File: src/sgi_pkg.sv
// shared constants and control types for the sample gap interpolator
`timescale 1ns / 1ps
`default_nettype none

package sgi_pkg;

  // largest gap filled by interpolation, whatever max_gap holds
  localparam int MAX_GAP_LIMIT = 64;

  // register indexes on the configuration port
  localparam logic REG_MAX_GAP        = 1'b0;
  localparam logic REG_RESTART_LENGTH = 1'b1;

  // register reset values
  localparam logic [6:0]  MAX_GAP_RESET        = 7'd10;
  localparam logic [15:0] RESTART_LENGTH_RESET = 16'd100;

  // serial divider runs one quotient bit per cycle over the 33-bit difference
  localparam int DIV_STEPS = 33;

  // commands from the controller to the datapath
  typedef struct packed {
    logic load;      // input transaction taken
    logic div_step;  // one divider iteration
    logic fix;       // floor correction of the step quotient
    logic emit;      // load one interpolated sample into the output
    logic final_ld;  // load the new sample into the output
  } cmd_t;

  // status from the datapath to the controller
  typedef struct packed {
    logic needs_fill;  // input item has a gap to fill
    logic div_last;    // final divider iteration this cycle
    logic emit_last;   // last interpolated sample this cycle
    logic out_free;    // output register can take a result
  } sts_t;

endpackage

`default_nettype wire

File: src/sgi_datapath.sv
// datapath: config registers, stream state, serial divider, interpolation step
`timescale 1ns / 1ps
`default_nettype none

module sgi_datapath (
  input  wire logic                clk,
  input  wire logic                rst,
  input  wire logic                cfg_we,
  input  wire logic                cfg_index,
  input  wire logic [15:0]         cfg_data,
  input  wire logic signed [31:0]  sample_value,
  input  wire logic [15:0]         gap,
  input  wire sgi_pkg::cmd_t       cmd,
  output sgi_pkg::sts_t            sts,
  input  wire logic                out_ready,
  output logic                     out_valid,
  output logic signed [31:0]       out_value,
  output logic                     interpolated,
  output logic                     restart_active,
  output logic                     last_of_run
);

  // configuration
  logic [6:0]  max_gap;
  logic [15:0] restart_length;

  // stream state
  logic signed [31:0] last_sample;
  logic [15:0]        restart_count;
  logic               seen_first;

  // current transaction
  logic signed [31:0] cur_value;
  logic [6:0]         cur_gap;
  logic               act;

  // divider
  logic [32:0] dd;
  logic [6:0]  rem;
  logic        neg;
  logic [5:0]  div_cnt;

  // interpolation accumulator
  logic signed [33:0] q_step;
  logic [7:0]         r_step;
  logic signed [33:0] q_acc;
  logic [7:0]         r_acc;
  logic [6:0]         j;

  logic [6:0]         eff_gap;
  logic               is_restart;
  logic signed [32:0] diff;
  logic [32:0]        diff_mag;
  logic [7:0]         trial;
  logic               qbit;
  logic [8:0]         r_sum;
  logic [8:0]         two_g;
  logic               wrap;
  logic signed [33:0] q_new;
  logic [7:0]         r_new;

  // restart decision on the offered item
  always_comb begin
    eff_gap = (max_gap > 7'(sgi_pkg::MAX_GAP_LIMIT)) ? 7'(sgi_pkg::MAX_GAP_LIMIT) : max_gap;
    is_restart = !seen_first || (gap > {9'd0, eff_gap});
    diff = {sample_value[31], sample_value} - {last_sample[31], last_sample};
    diff_mag = diff[32] ? 33'(-diff) : 33'(diff);
  end

  // divider iteration and accumulator step
  always_comb begin
    trial = {rem, dd[32]};
    qbit = trial >= {1'b0, cur_gap};
    r_sum = {1'b0, r_acc} + {1'b0, r_step};
    two_g = {1'b0, cur_gap, 1'b0};
    wrap = r_sum >= two_g;
    r_new = wrap ? 8'(r_sum - two_g) : r_sum[7:0];
    q_new = q_acc + q_step + {33'd0, wrap};
  end

  // status to the controller
  always_comb begin
    sts.needs_fill = !is_restart && (gap >= 16'd2);
    sts.div_last = div_cnt == 6'(sgi_pkg::DIV_STEPS - 1);
    sts.emit_last = ({1'b0, j} + 8'd2) == {1'b0, cur_gap};
    sts.out_free = !out_valid || out_ready;
  end

  // configuration registers
  always_ff @(posedge clk) begin
    if (rst) begin
      max_gap <= sgi_pkg::MAX_GAP_RESET;
      restart_length <= sgi_pkg::RESTART_LENGTH_RESET;
    end else if (cfg_we) begin
      case (cfg_index)
        sgi_pkg::REG_MAX_GAP:        max_gap <= cfg_data[6:0];
        sgi_pkg::REG_RESTART_LENGTH: restart_length <= cfg_data;
        default:                     max_gap <= max_gap;
      endcase
    end
  end

  // stream state, updated when a transaction is taken
  always_ff @(posedge clk) begin
    if (rst) begin
      last_sample <= '0;
      restart_count <= '0;
      seen_first <= 1'b0;
    end else if (cmd.load) begin
      seen_first <= 1'b1;
      last_sample <= sample_value;
      if (is_restart) begin
        restart_count <= 16'd1;
      end else if ((restart_count < restart_length) && (restart_count != 16'hFFFF)) begin
        restart_count <= restart_count + 16'd1;
      end
    end
  end

  // transaction capture, divider and accumulator
  always_ff @(posedge clk) begin
    if (cmd.load) begin
      cur_value <= sample_value;
      cur_gap <= gap[6:0];
      act <= is_restart || (restart_count < restart_length);
      dd <= diff_mag;
      neg <= diff[32];
      rem <= '0;
      div_cnt <= '0;
      q_acc <= {{2{last_sample[31]}}, last_sample};
      r_acc <= {1'b0, gap[6:0]};
      j <= '0;
    end
    if (cmd.div_step) begin
      dd <= {dd[31:0], qbit};
      rem <= qbit ? 7'(trial - {1'b0, cur_gap}) : trial[6:0];
      div_cnt <= div_cnt + 6'd1;
    end
    if (cmd.fix) begin
      if (neg && (rem != 7'd0)) begin
        q_step <= ~{1'b0, dd};
        r_step <= {7'(cur_gap - rem), 1'b0};
      end else if (neg) begin
        q_step <= 34'(-{1'b0, dd});
        r_step <= '0;
      end else begin
        q_step <= {1'b0, dd};
        r_step <= {rem, 1'b0};
      end
    end
    if (cmd.emit) begin
      q_acc <= q_new;
      r_acc <= r_new;
      j <= j + 7'd1;
    end
  end

  // output register
  always_ff @(posedge clk) begin
    if (rst) begin
      out_valid <= 1'b0;
    end else if (cmd.emit || cmd.final_ld) begin
      out_valid <= 1'b1;
    end else if (out_ready) begin
      out_valid <= 1'b0;
    end
  end

  // output payload
  always_ff @(posedge clk) begin
    if (cmd.emit) begin
      out_value <= q_new[31:0];
      interpolated <= 1'b1;
      restart_active <= act;
      last_of_run <= 1'b0;
    end else if (cmd.final_ld) begin
      out_value <= cur_value;
      interpolated <= 1'b0;
      restart_active <= act;
      last_of_run <= 1'b1;
    end
  end

endmodule

`default_nettype wire

File: src/sgi_ctrl.sv
// controller: sequences accept, divide, interpolation and final result
`timescale 1ns / 1ps
`default_nettype none

module sgi_ctrl (
  input  wire logic          clk,
  input  wire logic          rst,
  input  wire logic          in_valid,
  output logic               in_ready,
  input  wire sgi_pkg::sts_t sts,
  output sgi_pkg::cmd_t      cmd
);

  localparam logic [2:0] S_IDLE  = 3'd0;
  localparam logic [2:0] S_DIV   = 3'd1;
  localparam logic [2:0] S_FIX   = 3'd2;
  localparam logic [2:0] S_EMIT  = 3'd3;
  localparam logic [2:0] S_FINAL = 3'd4;

  logic [2:0] state;
  logic [2:0] state_next;

  // next state and commands
  always_comb begin
    state_next = state;
    cmd = '0;
    in_ready = 1'b0;
    case (state)
      S_IDLE: begin
        in_ready = 1'b1;
        if (in_valid) begin
          cmd.load = 1'b1;
          state_next = sts.needs_fill ? S_DIV : S_FINAL;
        end
      end
      S_DIV: begin
        cmd.div_step = 1'b1;
        if (sts.div_last) begin
          state_next = S_FIX;
        end
      end
      S_FIX: begin
        cmd.fix = 1'b1;
        state_next = S_EMIT;
      end
      S_EMIT: begin
        if (sts.out_free) begin
          cmd.emit = 1'b1;
          if (sts.emit_last) begin
            state_next = S_FINAL;
          end
        end
      end
      S_FINAL: begin
        if (sts.out_free) begin
          cmd.final_ld = 1'b1;
          state_next = S_IDLE;
        end
      end
      default: begin
        state_next = S_IDLE;
      end
    endcase
  end

  // state register
  always_ff @(posedge clk) begin
    if (rst) begin
      state <= S_IDLE;
    end else begin
      state <= state_next;
    end
  end

endmodule

`default_nettype wire

File: src/sample_gap_interpolator.sv
// top level of the sample gap interpolator
//
// Takes one sample and its gap per input transaction and returns one result
// transaction per output sample from a registered output. A restart item or a
// contiguous item (gap 0 or 1) goes from the accept state straight to the
// state that loads the result. An item with a gap g from 2 to the clamped
// max_gap first runs a bit-serial divide of the sample difference by g (one
// quotient bit per cycle) and a correction step, then emits one interpolated
// sample per cycle while the output is taken, and the new sample last.
// Output back pressure stalls the emits and the final load. Input is accepted
// only between items; configuration writes take effect at once and belong
// between items.
`timescale 1ns / 1ps
`default_nettype none

module sample_gap_interpolator (
  input  wire logic               clk,
  input  wire logic               rst,
  input  wire logic               cfg_we,
  input  wire logic               cfg_index,
  input  wire logic [15:0]        cfg_data,
  input  wire logic               in_valid,
  output logic                    in_ready,
  input  wire logic signed [31:0] sample_value,
  input  wire logic [15:0]        gap,
  output logic                    out_valid,
  input  wire logic               out_ready,
  output logic signed [31:0]      out_value,
  output logic                    interpolated,
  output logic                    restart_active,
  output logic                    last_of_run
);

  sgi_pkg::cmd_t cmd;
  sgi_pkg::sts_t sts;

  // sequencing
  sgi_ctrl u_ctrl (
    .clk      (clk),
    .rst      (rst),
    .in_valid (in_valid),
    .in_ready (in_ready),
    .sts      (sts),
    .cmd      (cmd)
  );

  // arithmetic and state
  sgi_datapath u_datapath (
    .clk            (clk),
    .rst            (rst),
    .cfg_we         (cfg_we),
    .cfg_index      (cfg_index),
    .cfg_data       (cfg_data),
    .sample_value   (sample_value),
    .gap            (gap),
    .cmd            (cmd),
    .sts            (sts),
    .out_ready      (out_ready),
    .out_valid      (out_valid),
    .out_value      (out_value),
    .interpolated   (interpolated),
    .restart_active (restart_active),
    .last_of_run    (last_of_run)
  );

endmodule

`default_nettype wire

File: config.mk
export PLATFORM = sky130hd
export DESIGN_NAME = sample_gap_interpolator
export DESIGN_NICKNAME = d
export VERILOG_FILES = /design/src/sgi_pkg.sv /design/src/sgi_datapath.sv /design/src/sgi_ctrl.sv /design/src/sample_gap_interpolator.sv
export SDC_FILE = /design/constraint.sdc
export NUM_CORES = 1
export LEC_CHECK = 0
export BUFFER_PORTS_ARGS = -buffer_cell sky130_fd_sc_hd__buf_4
export CAP_MARGIN = 40
export CORE_MARGIN = 1
export CORE_UTILIZATION = 40
export DETAILED_ROUTE_END_ITERATION = 8
export GPL_TIMING_DRIVEN = 0
export PLACE_DENSITY = 0.61
export SYNTH_ARGS = -nofsm -noshare
export SYNTH_HDL_FRONTEND = slang
export SYNTH_SLANG_ARGS = --single-unit
File: constraint.sdc
create_clock -name clk -period 8.8 [get_ports clk]
set_input_delay 1.32 -clock clk [delete_from_list [all_inputs] [get_ports clk]]
set_output_delay 1.32 -clock clk [all_outputs]
set_load 0.01 [all_outputs]
==> results.py, run 1 <==
metrics = {
    "outcome": {
        "status": "finished clean",
    },
    "worst_setup_path": {
        "crit_path_top_delay_cell": "o31ai_1",
        "reg2reg_from": "u_datapath.r_step[1]",
        "start_kind": "flop",
        "crit_required_ps": 9060,
        "cp_max_fo": 4,
        "worstSetupPathType": "flop to flop",
        "startpoint": "u_datapath.r_step[1]",
        "cpPeakStageDelay_ps": 520,
        "cp.arrival_ps": 6720,
        "critPathCaptureType": "flop",
        "cpMostUsedCell": "fa_1",
    },
    "sta": {
        "final-hold-violation-count": 0,
        "final-max-slew-violation-count": 0,
        "slew-limit-headroom_pct": 35.3,
        "rsz0062_at_grt": "no",
        "post-route-min-period_ps": 6460,
        "worst_slew_pin_slew_ps": 945,
        "fmax_mhz": 155,
        "finalClockSkew_ps": 29.6,
        "tns_ps": 0,
        "finalSetupViolations": 0,
        "hold_ws_ps": 428,
        "period_share_pct": 73.4,
    },
    "placed_design": {
        "gp_congestion": 0.901,
        "portBuffers": 106,
        "dp_cells": 2607,
        "dpl.hpwl_um": 38900,
    },
    "synthesis": {
        "synth_top_area_share_pct": 34.8,
        "postSynthAreaPerCell_um2": 9.38,
        "async_reset_ff_share_pct": 0,
        "ys_seq_area_share_pct": 43.5,
        "netlist_area_mm2": 0.0178,
        "synth_seq_cells": 284,
        "synth_edf_count": 206,
        "yosys_warnings": 0,
        "synth_area_leaders": "edfxtp_1 (35%), dfxtp_1 (8.8%), ha_1 (8.3%)",
        "synth_cell_types": 80,
        "ys.flop_type": "edfxtp_1",
        "syn_inst": 1897,
        "synthesis.nets": 2092,
        "yosys.area.top_type": "edfxtp_1",
    },
    "global_route": {
        "grtUsageTotal_pct": 22.8,
        "grt_max_degree": 51,
        "grt_pass1_vias": 14421,
        "grt_overflow": 0,
        "grt_pass1_wl_um": 79100,
        "antenna_found_initial": 0,
    },
    "clock_tree": {
        "cts_max_path_buffers": 3,
        "cts_num_sinks": 284,
        "htreeDepth": 2,
        "postCtsHoldBufs": 0,
        "cts_tree": "built",
        "root_buffer": "clkbuf_16",
        "postCtsSetupBuffers": 0,
        "path_clk_slew_ps": 60,
        "clock_latency_ps": 560,
        "cts_made_buffers": 36,
        "cts_resized": 0,
    },
    "power_and_ir_drop": {
        "leakage_nw": 8.03,
        "p_per_area_mw_per_mm2": 184,
        "peakVddDrop_mv": 0.131,
        "total_power_w": 0.00381,
    },
    "detailed_routing": {
        "drc": 0,
        "wirelength_um": 51300,
        "vias": 14899,
        "dr.first_iter.drc_count": 985,
        "avgViaCountPerCell": 5.57,
        "wl_per_cell_um": 19.2,
        "antenna_left": 0,
        "drtPass1Iterations": 5,
    },
    "final_layout": {
        "layout_commonest_cell": "nand2_1",
        "num-fill-cells": 4128,
        "final_cell_mix": "nand2_1 (269), edfxtp_1 (206), a21oi_1 (167)",
        "multiInputGateArea_mm2": 0.00941,
        "area_growth_pct": 16.5,
        "drive_gt1_share_pct": 10.6,
        "final_cells": 2673,
        "final_core_util_pct": 47.7,
        "antennaDiodeCount": 0,
        "ff_latch_area_mm2": 0.00775,
        "nNetsFinal": 2255,
    },
    "hold_path": {
        "hp-class": "flop to flop",
        "hold_path.startpoint": "u_datapath.act",
    },
    "die": {
        "die_h_um": 213,
        "die_width_um": 213,
        "dieArea_mm2": 0.0453,
        "core_mm2": 0.0435,
        "rows": 76,
        "pin_count": 107,
        "initial_core_util_pct": 41.0,
    },
    "flow_run": {
        "cap_viol_max_count": 0,
    },
}
per-stage QoR:
stage | cell area [um^2] | worst slack (ps)
final | 20700 | 2340
after global routing | 20700 | 2000
after CTS | 20700 | 2380
after global placement | 19300 | 2510
after floorplan | 17800 | 3750
after detailed placement | 19600 | 2450
state kept, by name (all words and copies together) (netlist names), 8 cells and up:
| name | flops |
|---|---|
| u_datapath.cur_value | 32 |
| u_datapath.dd | 33 |
| u_datapath.last_sample | 32 |
| u_datapath.out_value | 32 |
| u_datapath.q_acc | 32 |
| u_datapath.q_step | 32 |
| u_datapath.r_acc | 8 |
| u_datapath.restart_count | 16 |
| u_datapath.restart_length | 16 |
cell type report:
type                            instances  area share, %
Multi-Input combinational cell       1438           45.4
Tap cell                              585           3.53
Clock buffer                           51           5.16
Inverter                              106           1.92
Sequential cell                       284           37.4
Timing Repair Buffer                  125           4.95
Buffer                                 69           1.27
Clock inverter                         15          0.428
synthesized netlist by cell type (7+ instances only):
cell / count
a211oi_1: 16
a31oi_1: 20
and3_1: 11
nand4_1: 15
o211ai_1: 21
a21o_1: 61
nand3b_1: 9
nor2b_1: 18
inv_1: 105
xor2_1: 50
buf_1: 10
a21oi_1: 167
mux2i_1: 8
o21ai_0: 107
o21bai_1: 8
nor2_1: 124
fa_1: 7
and2_1: 11
nor4_1: 9
o31ai_1: 12
edfxtp_1: 206
nand3_1: 51
a2111o_1: 14
o21a_1: 27
nand2_1: 271
a2111oi_0: 7
dfxtp_1: 78
or4_1: 11
nor3_1: 29
or2_2: 14
clkbuf_1: 59
nand2b_1: 19
and4_1: 7
nor3b_1: 10
or3_1: 18
xnor2_1: 79
ha_1: 118
worst max-delay path, delay by kind of cell (launching register included):
family	cells	cell delay, ps
AND/OR/NAND/NOR	2	210
AO/OA/AOI/OAI	14	3370
adder cells (fa/ha/maj)	5	1560
flip-flops	1	340
buffers and inverters	3	390
multiplexers	1	260
where the power goes:
| group | total [W] | switching [W] | internal (W) | leakage, nW |
|---|---|---|---|---|
| Clock | 0.00145 | 0.000600 | 0.000849 | 0.567 |
| Sequential | 0.00161 | 0.0000624 | 0.00155 | 2.60 |
| Combinational | 0.000746 | 0.000447 | 0.000299 | 4.86 |
| Total | 0.00381 | 0.00111 | 0.00270 | 8.03 |
worst paths after layout:
| path | endpoint | slack [ps] | depth (start not counted) |
|---|---|---|---|
| worst max-delay path | u_datapath.out_value[30] | 2340 | 25 |
| worst min-delay path | u_datapath.restart_active | 430 | 0 |
| worst max register to register | u_datapath.out_value[30] | 2340 | 25 |
| worst min register to register | u_datapath.restart_active | 430 | 0 |
metal layers:
| layer | share of wire, % | wire length [um] | global-route usage [%] |
|---|---|---|---|
| met3 | 6.3 | 3240 | 4.75 |
| met2 | 45 | 23000 | 35.9 |
| met4 | 2.7 | 1390 | 7.42 |
| met1 | 46 | 23600 | 31.0 |
| met5 | 0 | 0 | 0 |
logic make-up (layout without fill, tap and decap cells):
group,Yosys count,count (layout),synth area share (%)
xor gates and xnor gates,129,129,6.35
muxes,14,14,0.830
buffers and inverters,175,366,3.69
DFF,284,284,43.5
adders and majority gates,125,125,9.08
AOI/OAI and AO/OA,518,518,18.7
and+or+nand+nor,652,652,17.8
Power figures use the tool's default switching activity.
==> run 2, diff against run 1 <==
--- a/config.mk
+++ b/config.mk
@@ -11,7 +11,7 @@
 export CORE_UTILIZATION = 40
 export DETAILED_ROUTE_END_ITERATION = 8
 export GPL_TIMING_DRIVEN = 0
-export PLACE_DENSITY = 0.61
+export PLACE_DENSITY = 0.63
 export SYNTH_ARGS = -nofsm -noshare
 export SYNTH_HDL_FRONTEND = slang
 export SYNTH_SLANG_ARGS = --single-unit
==> constraint.sdc (replaced) <==
create_clock -name clk -period 5.3 [get_ports clk]
set_input_delay 0.795 -clock clk [delete_from_list [all_inputs] [get_ports clk]]
set_output_delay 0.795 -clock clk [all_outputs]
set_load 0.01 [all_outputs]
==> run 2 against run 1 <==
The run now ends with setup timing left. Die area unchanged. First-iteration DRC count is 0.51% higher. Hold slack got worse by 1.9 ps. Sequential power rose by 66%. Global-route usage up 0.20 points. Count of clock-buffer cells in the layout shrank 5. Largest cell class unchanged. Sequential cell count is the same. Non-clock buffer count grew 37. Via count rose by 1.5%. Cell count grew 1.3%. Maximum frequency increased by 20%. Worst setup slack lost 2400 ps. Critical endpoint is now u_datapath.q_acc[30]. Highest routed layer unchanged.
==> results.py, run 2 (synthesis results as in run 1) <==
metrics = {
    "detailed_routing": {
        "drc": 0,
        "wl_per_cell_um": 19.2,
        "avgViaCountPerCell": 5.58,
        "wirelength_um": 52100,
        "dr.first_iter.drc_count": 990,
        "antenna_left": 0,
        "drtPass1Iterations": 5,
        "vias": 15117,
    },
    "worst_setup_path": {
        "worstRegToRegCells": 26,
        "r2r_end": "u_datapath.q_acc[30]",
        "critPathCaptureType": "flop",
        "cpPeakStageDelay_ps": 540,
        "crit_path_top_delay_cell": "fa_2",
        "cpMostUsedCell": "fa_2",
        "cp_max_fo": 4,
        "cp.arrival_ps": 5670,
        "reg2reg_slack_ps": -100,
        "start_kind": "flop",
        "worstSetupPathType": "flop to flop",
        "reg2reg_from": "u_datapath.r_acc[1]",
        "crit_required_ps": 5570,
    },
    "final_layout": {
        "ff_latch_area_mm2": 0.00775,
        "area_growth_pct": 19.7,
        "num-fill-cells": 4053,
        "final_cell_mix": "nand2_1 (268), edfxtp_1 (206), a21oi_1 (155)",
        "drive_gt1_share_pct": 14.1,
        "largest_reg_flops": 33,
        "nNetsFinal": 2291,
        "layout_commonest_cell": "nand2_1",
        "multiInputGateArea_mm2": 0.00964,
        "regMostFlops": "u_datapath.dd",
    },
    "hold_path": {
        "hp-class": "primary input to flop",
        "holdPathEnd": "u_datapath.cur_gap[0]",
        "hold_depth": 1,
        "hold_path.startpoint": "gap[0]",
    },
    "global_route": {
        "grt_pass1_vias": 14552,
        "grtUsageTotal_pct": 23.0,
        "grt_overflow": 0,
        "grt_max_degree": 51,
        "antenna_found_initial": 1,
        "grt_pass1_wl_um": 80300,
    },
    "flow_run": {
        "cap_viol_max_count": 0,
    },
    "power_and_ir_drop": {
        "total_power_w": 0.00653,
        "p_per_area_mw_per_mm2": 306,
        "peakVddDrop_mv": 0.192,
        "leakage_nw": 8.28,
    },
    "clock_tree": {
        "cts_max_path_buffers": 3,
        "root_buffer": "clkbuf_16",
        "cts_num_sinks": 284,
        "postCtsHoldBufs": 0,
        "cts_made_buffers": 35,
        "path_clk_slew_ps": 60,
        "htreeDepth": 2,
        "cts_tree": "built",
        "clock_latency_ps": 560,
    },
    "sta": {
        "final-hold-violation-count": 0,
        "fin_ws_ps": -101,
        "finalClockSkew_ps": 29.7,
        "rsz0062_at_grt": "yes",
        "period_share_pct": 102,
        "final-max-slew-violation-count": 0,
        "finalSetupViolations": 11,
        "slew-limit-headroom_pct": 41.1,
        "post-route-min-period_ps": 5400,
        "worst_slew_pin_slew_ps": 872,
        "tns_ps": -645,
        "fmax_mhz": 185,
    },
    "die": {
        "dieArea_mm2": 0.0453,
        "die_h_um": 213,
        "initial_core_util_pct": 41.0,
        "die_width_um": 213,
        "pin_count": 107,
        "core_mm2": 0.0435,
        "rows": 76,
    },
    "placed_design": {
        "gp_congestion": 0.901,
        "portBuffers": 106,
        "dpl.hpwl_um": 39200,
    },
    "outcome": {
        "status": "complete, but fails checks",
        "violations": "setup timing",
    },
}
## run 2: cell type report
type	count	area share (%)
clock buffer	46	4.69
multi-input combinational	1438	45.3
sequential	284	36.4
timing repair buffer	162	6.16
antenna	1	0.0117
tap	585	3.44
inverter	106	1.87
clock inverter	17	0.975
buffer	69	1.23
## run 2: worst max path at each step
stage                                    start                  endpoint  slack, ps  cells past startpoint
after detailed placement   u_datapath.r_acc[1]  u_datapath.out_value[30]      -1070                     25
final                      u_datapath.r_acc[1]      u_datapath.q_acc[30]       -100                     26
after global routing      u_datapath.r_step[1]      u_datapath.q_acc[30]       -350                     26
after CTS                  u_datapath.r_acc[1]  u_datapath.out_value[30]       -210                     26
after floorplan            u_datapath.r_acc[1]      u_datapath.q_acc[30]        250                     25
after global placement         u_ctrl.state[1]     u_datapath.q_step[17]       -950                      2
## run 2: per-stage QoR
| step | area [um^2] | setup slack [ps] | utilization, % | hold WS [ps] | instances |
|---|---|---|---|---|---|
| after global placement | 19300 | -950 | 44.5 | 409 | 2588 |
| final | 21300 | -101 | 49.0 | 426 | 2708 |
| after CTS | 21100 | -206 | 48.5 | 400 | 2692 |
| after detailed placement | 19600 | -1070 | 45.1 | 427 | 2607 |
| after floorplan | 17800 | 247 | - | 400 | 1897 |
| after global routing | 21300 | -349 | 49.0 | 403 | 2707 |
## run 2: timing repair
action | CTS | global route
pin swaps | 24 | 21
gates resized for setup | 37 | 22
buffers inserted | 22 | 14
endpoints found under the hold margin | 0 | 0
setup endpoints to repair | 46 | 31
## run 2: worst max-delay path: cells and delay by family, from the launching register on
family / cells / cell delay, ps
flip-flops: 1 / 340
buffers and inverters: 4 / 390
AO/OA/AOI/OAI: 15 / 2560
multiplexers: 1 / 240
adder cells (fa/ha/maj): 5 / 1530
AND/OR/NAND/NOR: 1 / 50
## run 2: where the power goes
part	switching [W]	internal (W)
sequential	0.000105	0.00258
combinational	0.000773	0.000552
clock	0.000992	0.00153
total	0.00187	0.00466
## run 2: per-layer routing
metal,vias to the layer above,share of wire [%],GRT usage (%)
met4,0,1.5,5.01
li1,7331,-,-
met2,434,48,38.5
met5,-,0,0
met1,7292,45,31.0
met3,60,5.9,3.85
==> run 3, diff against run 2 <==
==> constraint.sdc (replaced) <==
create_clock -name clk -period 4.6 [get_ports clk]
set_input_delay 0.69 -clock clk [delete_from_list [all_inputs] [get_ports clk]]
set_output_delay 0.69 -clock clk [all_outputs]
set_load 0.01 [all_outputs]
==> run 3 against run 2 <==
The flow still finishes with violations (setup timing). Cell count up 0.66%. Clock power up 12%. Count of clock-buffer cells in the layout up 4. Die area unchanged. Largest power group unchanged. Cell area up 1.0%. Critical path depth up 3. Routed wire length up 0.59%. First-iteration DRC count up 12%. Maximum frequency down 2.2%.
==> results.py, run 3 (synthesis results as in run 1) <==
metrics = {
    "power_and_ir_drop": {
        "clock_power_share_pct": 37.8,
        "comb_power_share_pct": 20.8,
        "p_sw_share_pct": 28.9,
        "leakage_nw": 8.38,
        "intPower_w": 0.00531,
        "switching_power_w": 0.00216,
        "peakVddDrop_mv": 0.188,
        "power_frac_seq_pct": 41.4,
        "p_per_area_mw_per_mm2": 347,
    },
    "placed_design": {
        "dp_cells": 2607,
        "placed_area_mm2": 0.0196,
        "gp_congestion": 0.904,
        "dp_slack_ps": -1330,
        "portBuffers": 106,
        "dpl.hpwl_um": 38800,
    },
    "global_route": {
        "antenna_found_initial": 1,
        "grt_max_degree": 51,
        "grt_overflow": 0,
        "grt_pass1_wl_um": 81100,
        "grt_pass1_vias": 14655,
        "grtUsageTotal_pct": 23.2,
    },
    "clock_tree": {
        "cts_made_buffers": 36,
        "cts_tree": "built",
        "htreeDepth": 2,
        "path_clk_slew_ps": 60,
        "clock_latency_ps": 560,
        "cts_num_sinks": 284,
        "cts_max_path_buffers": 3,
        "root_buffer": "clkbuf_16",
        "postCtsHoldBufs": 0,
    },
    "die": {
        "initial_core_util_pct": 41.0,
        "die_width_um": 213,
        "dieArea_mm2": 0.0453,
        "rows": 76,
        "die_h_um": 213,
        "core_mm2": 0.0435,
        "pin_count": 107,
    },
    "sta": {
        "fmax_mhz": 181,
        "period_share_pct": 120,
        "fin_ws_ps": -922,
        "final-max-slew-violation-count": 0,
        "worst_slew_pin_slew_ps": 963,
        "finalSetupViolations": 53,
        "rsz0062_at_grt": "yes",
        "hold_ws_ps": 333,
        "tns_ps": -30640,
        "slew-limit-headroom_pct": 34.1,
        "post-route-min-period_ps": 5520,
        "final-hold-violation-count": 0,
        "finalClockSkew_ps": 27.6,
    },
    "hold_path": {
        "hold_path.startpoint": "gap[0]",
        "holdPathEnd": "u_datapath.cur_gap[0]",
        "hp-class": "primary input to flop",
        "hold_depth": 1,
    },
    "outcome": {
        "violations": "setup timing",
        "status": "complete, but fails checks",
    },
    "worst_setup_path": {
        "cp.arrival_ps": 5770,
        "crit_required_ps": 4850,
        "worstRegToRegCells": 29,
        "reg2reg_from": "u_datapath.r_acc[1]",
        "cpPeakStageDelay_ps": 530,
        "cp_max_fo": 4,
        "r2r_end": "u_datapath.q_acc[29]",
        "crit_path_top_delay_cell": "fa_2",
        "start_kind": "flop",
        "reg2reg_slack_ps": -920,
        "worstSetupPathType": "flop to flop",
        "critPathCaptureType": "flop",
    },
    "final_layout": {
        "stdcell_area_mm2": 0.0215,
        "num-fill-cells": 3983,
        "drive_gt1_share_pct": 15.7,
        "final_cell_mix": "nand2_1 (268), edfxtp_1 (206), buf_4 (152)",
        "area_growth_pct": 20.9,
        "multiInputGateArea_mm2": 0.00973,
        "regMostFlops": "u_datapath.dd",
        "final_cells": 2726,
        "largest_reg_flops": 33,
        "antennaDiodeCount": 0,
        "ff_latch_area_mm2": 0.00775,
        "layout_commonest_cell": "nand2_1",
        "nNetsFinal": 2309,
    },
    "detailed_routing": {
        "avgViaCountPerCell": 5.60,
        "wirelength_um": 52400,
        "vias": 15275,
        "antenna_left": 0,
        "dr.first_iter.drc_count": 1110,
        "wl_per_cell_um": 19.2,
        "drtPass1Iterations": 5,
        "drc": 0,
    },
    "flow_run": {
        "cap_viol_max_count": 0,
    },
}
-- run 3: cell count changes in the layout (fill, tap and decap cells not counted), moves of 4 or more --
cell,previous run,this run
o21ai_1,1,9
a21oi_2,12,17
a21oi_1,155,149
nor2_1,122,118
buf_4,146,152
buf_6,3,14
o21ai_0,100,90
nor2_2,0,4
-- run 3: worst max path at each step --
stage,cells past startpoint,end,from
finish,29,u_datapath.q_acc[29],u_datapath.r_acc[1]
global route,26,u_datapath.q_acc[30],u_datapath.r_acc[1]
CTS,26,u_datapath.q_acc[30],u_datapath.r_acc[1]
detailed placement,25,u_datapath.q_acc[30],u_datapath.r_acc[1]
global placement,2,u_datapath.q_step[16],u_ctrl.state[1]
floorplan,25,u_datapath.q_acc[30],u_datapath.r_acc[1]
-- run 3: cell type report --
cell class / instances / share of cell area [%]
Inverter: 106 / 1.85
Tap cell: 585 / 3.40
Multi-Input combinational cell: 1438 / 45.2
Sequential cell: 284 / 36.0
Timing Repair Buffer: 179 / 6.84
Clock inverter: 15 / 0.669
Buffer: 69 / 1.23
Clock buffer: 50 / 4.80
-- run 3: critical path: cells and delay by family (launching register included) --
family	cells	cell delay (ps)
and+or+nand+nor	1	30
buffers and inverters	8	730
adders and majority gates	4	1310
AOI/OAI and AO/OA	15	2520
muxes	1	290
DFF	1	330
-- run 3: power groups by stage --
stage	Clock [W]	Sequential, W	Combinational (W)
5_1_grt	0.00298	0.00311	0.00171
6_report	0.00283	0.00309	0.00156
3_3_place_gp	0	0.00314	0.00137
3_5_place_dp	0	0.00314	0.00141
4_1_cts	0.00288	0.00309	0.00149
2_1_floorplan	0	0.00312	0.00100
-- run 3: timing repair --
| action | 4_1_cts | 5_1_grt |
|---|---|---|
| pin swaps | 34 | 34 |
| gates resized for setup | 52 | 37 |
| endpoints found under the setup margin | 50 | 53 |
| setup buffers | 31 | 24 |
-- run 3: through the flow --
step | total power, W | utilization [%]
after CTS | 0.00746 | 48.8
after global routing | 0.00780 | 49.5
after detailed placement | 0.00455 | 45.1
after floorplan | 0.00412 | -
after global placement | 0.00451 | 44.6
final | 0.00747 | 49.5
-- run 3: per-layer routing --
metal  part of all wire [%]  vias to the layer above  global-route usage, %  wire [um]
li1                       -                     7367                      -          -
met1                     44                     7347                   31.0      23200
met2                     47                      478                   38.0      24600
met3                    5.8                       83                   3.37       3050
met4                    3.0                        0                   8.41       1570
met5                      0                        -                      0          0
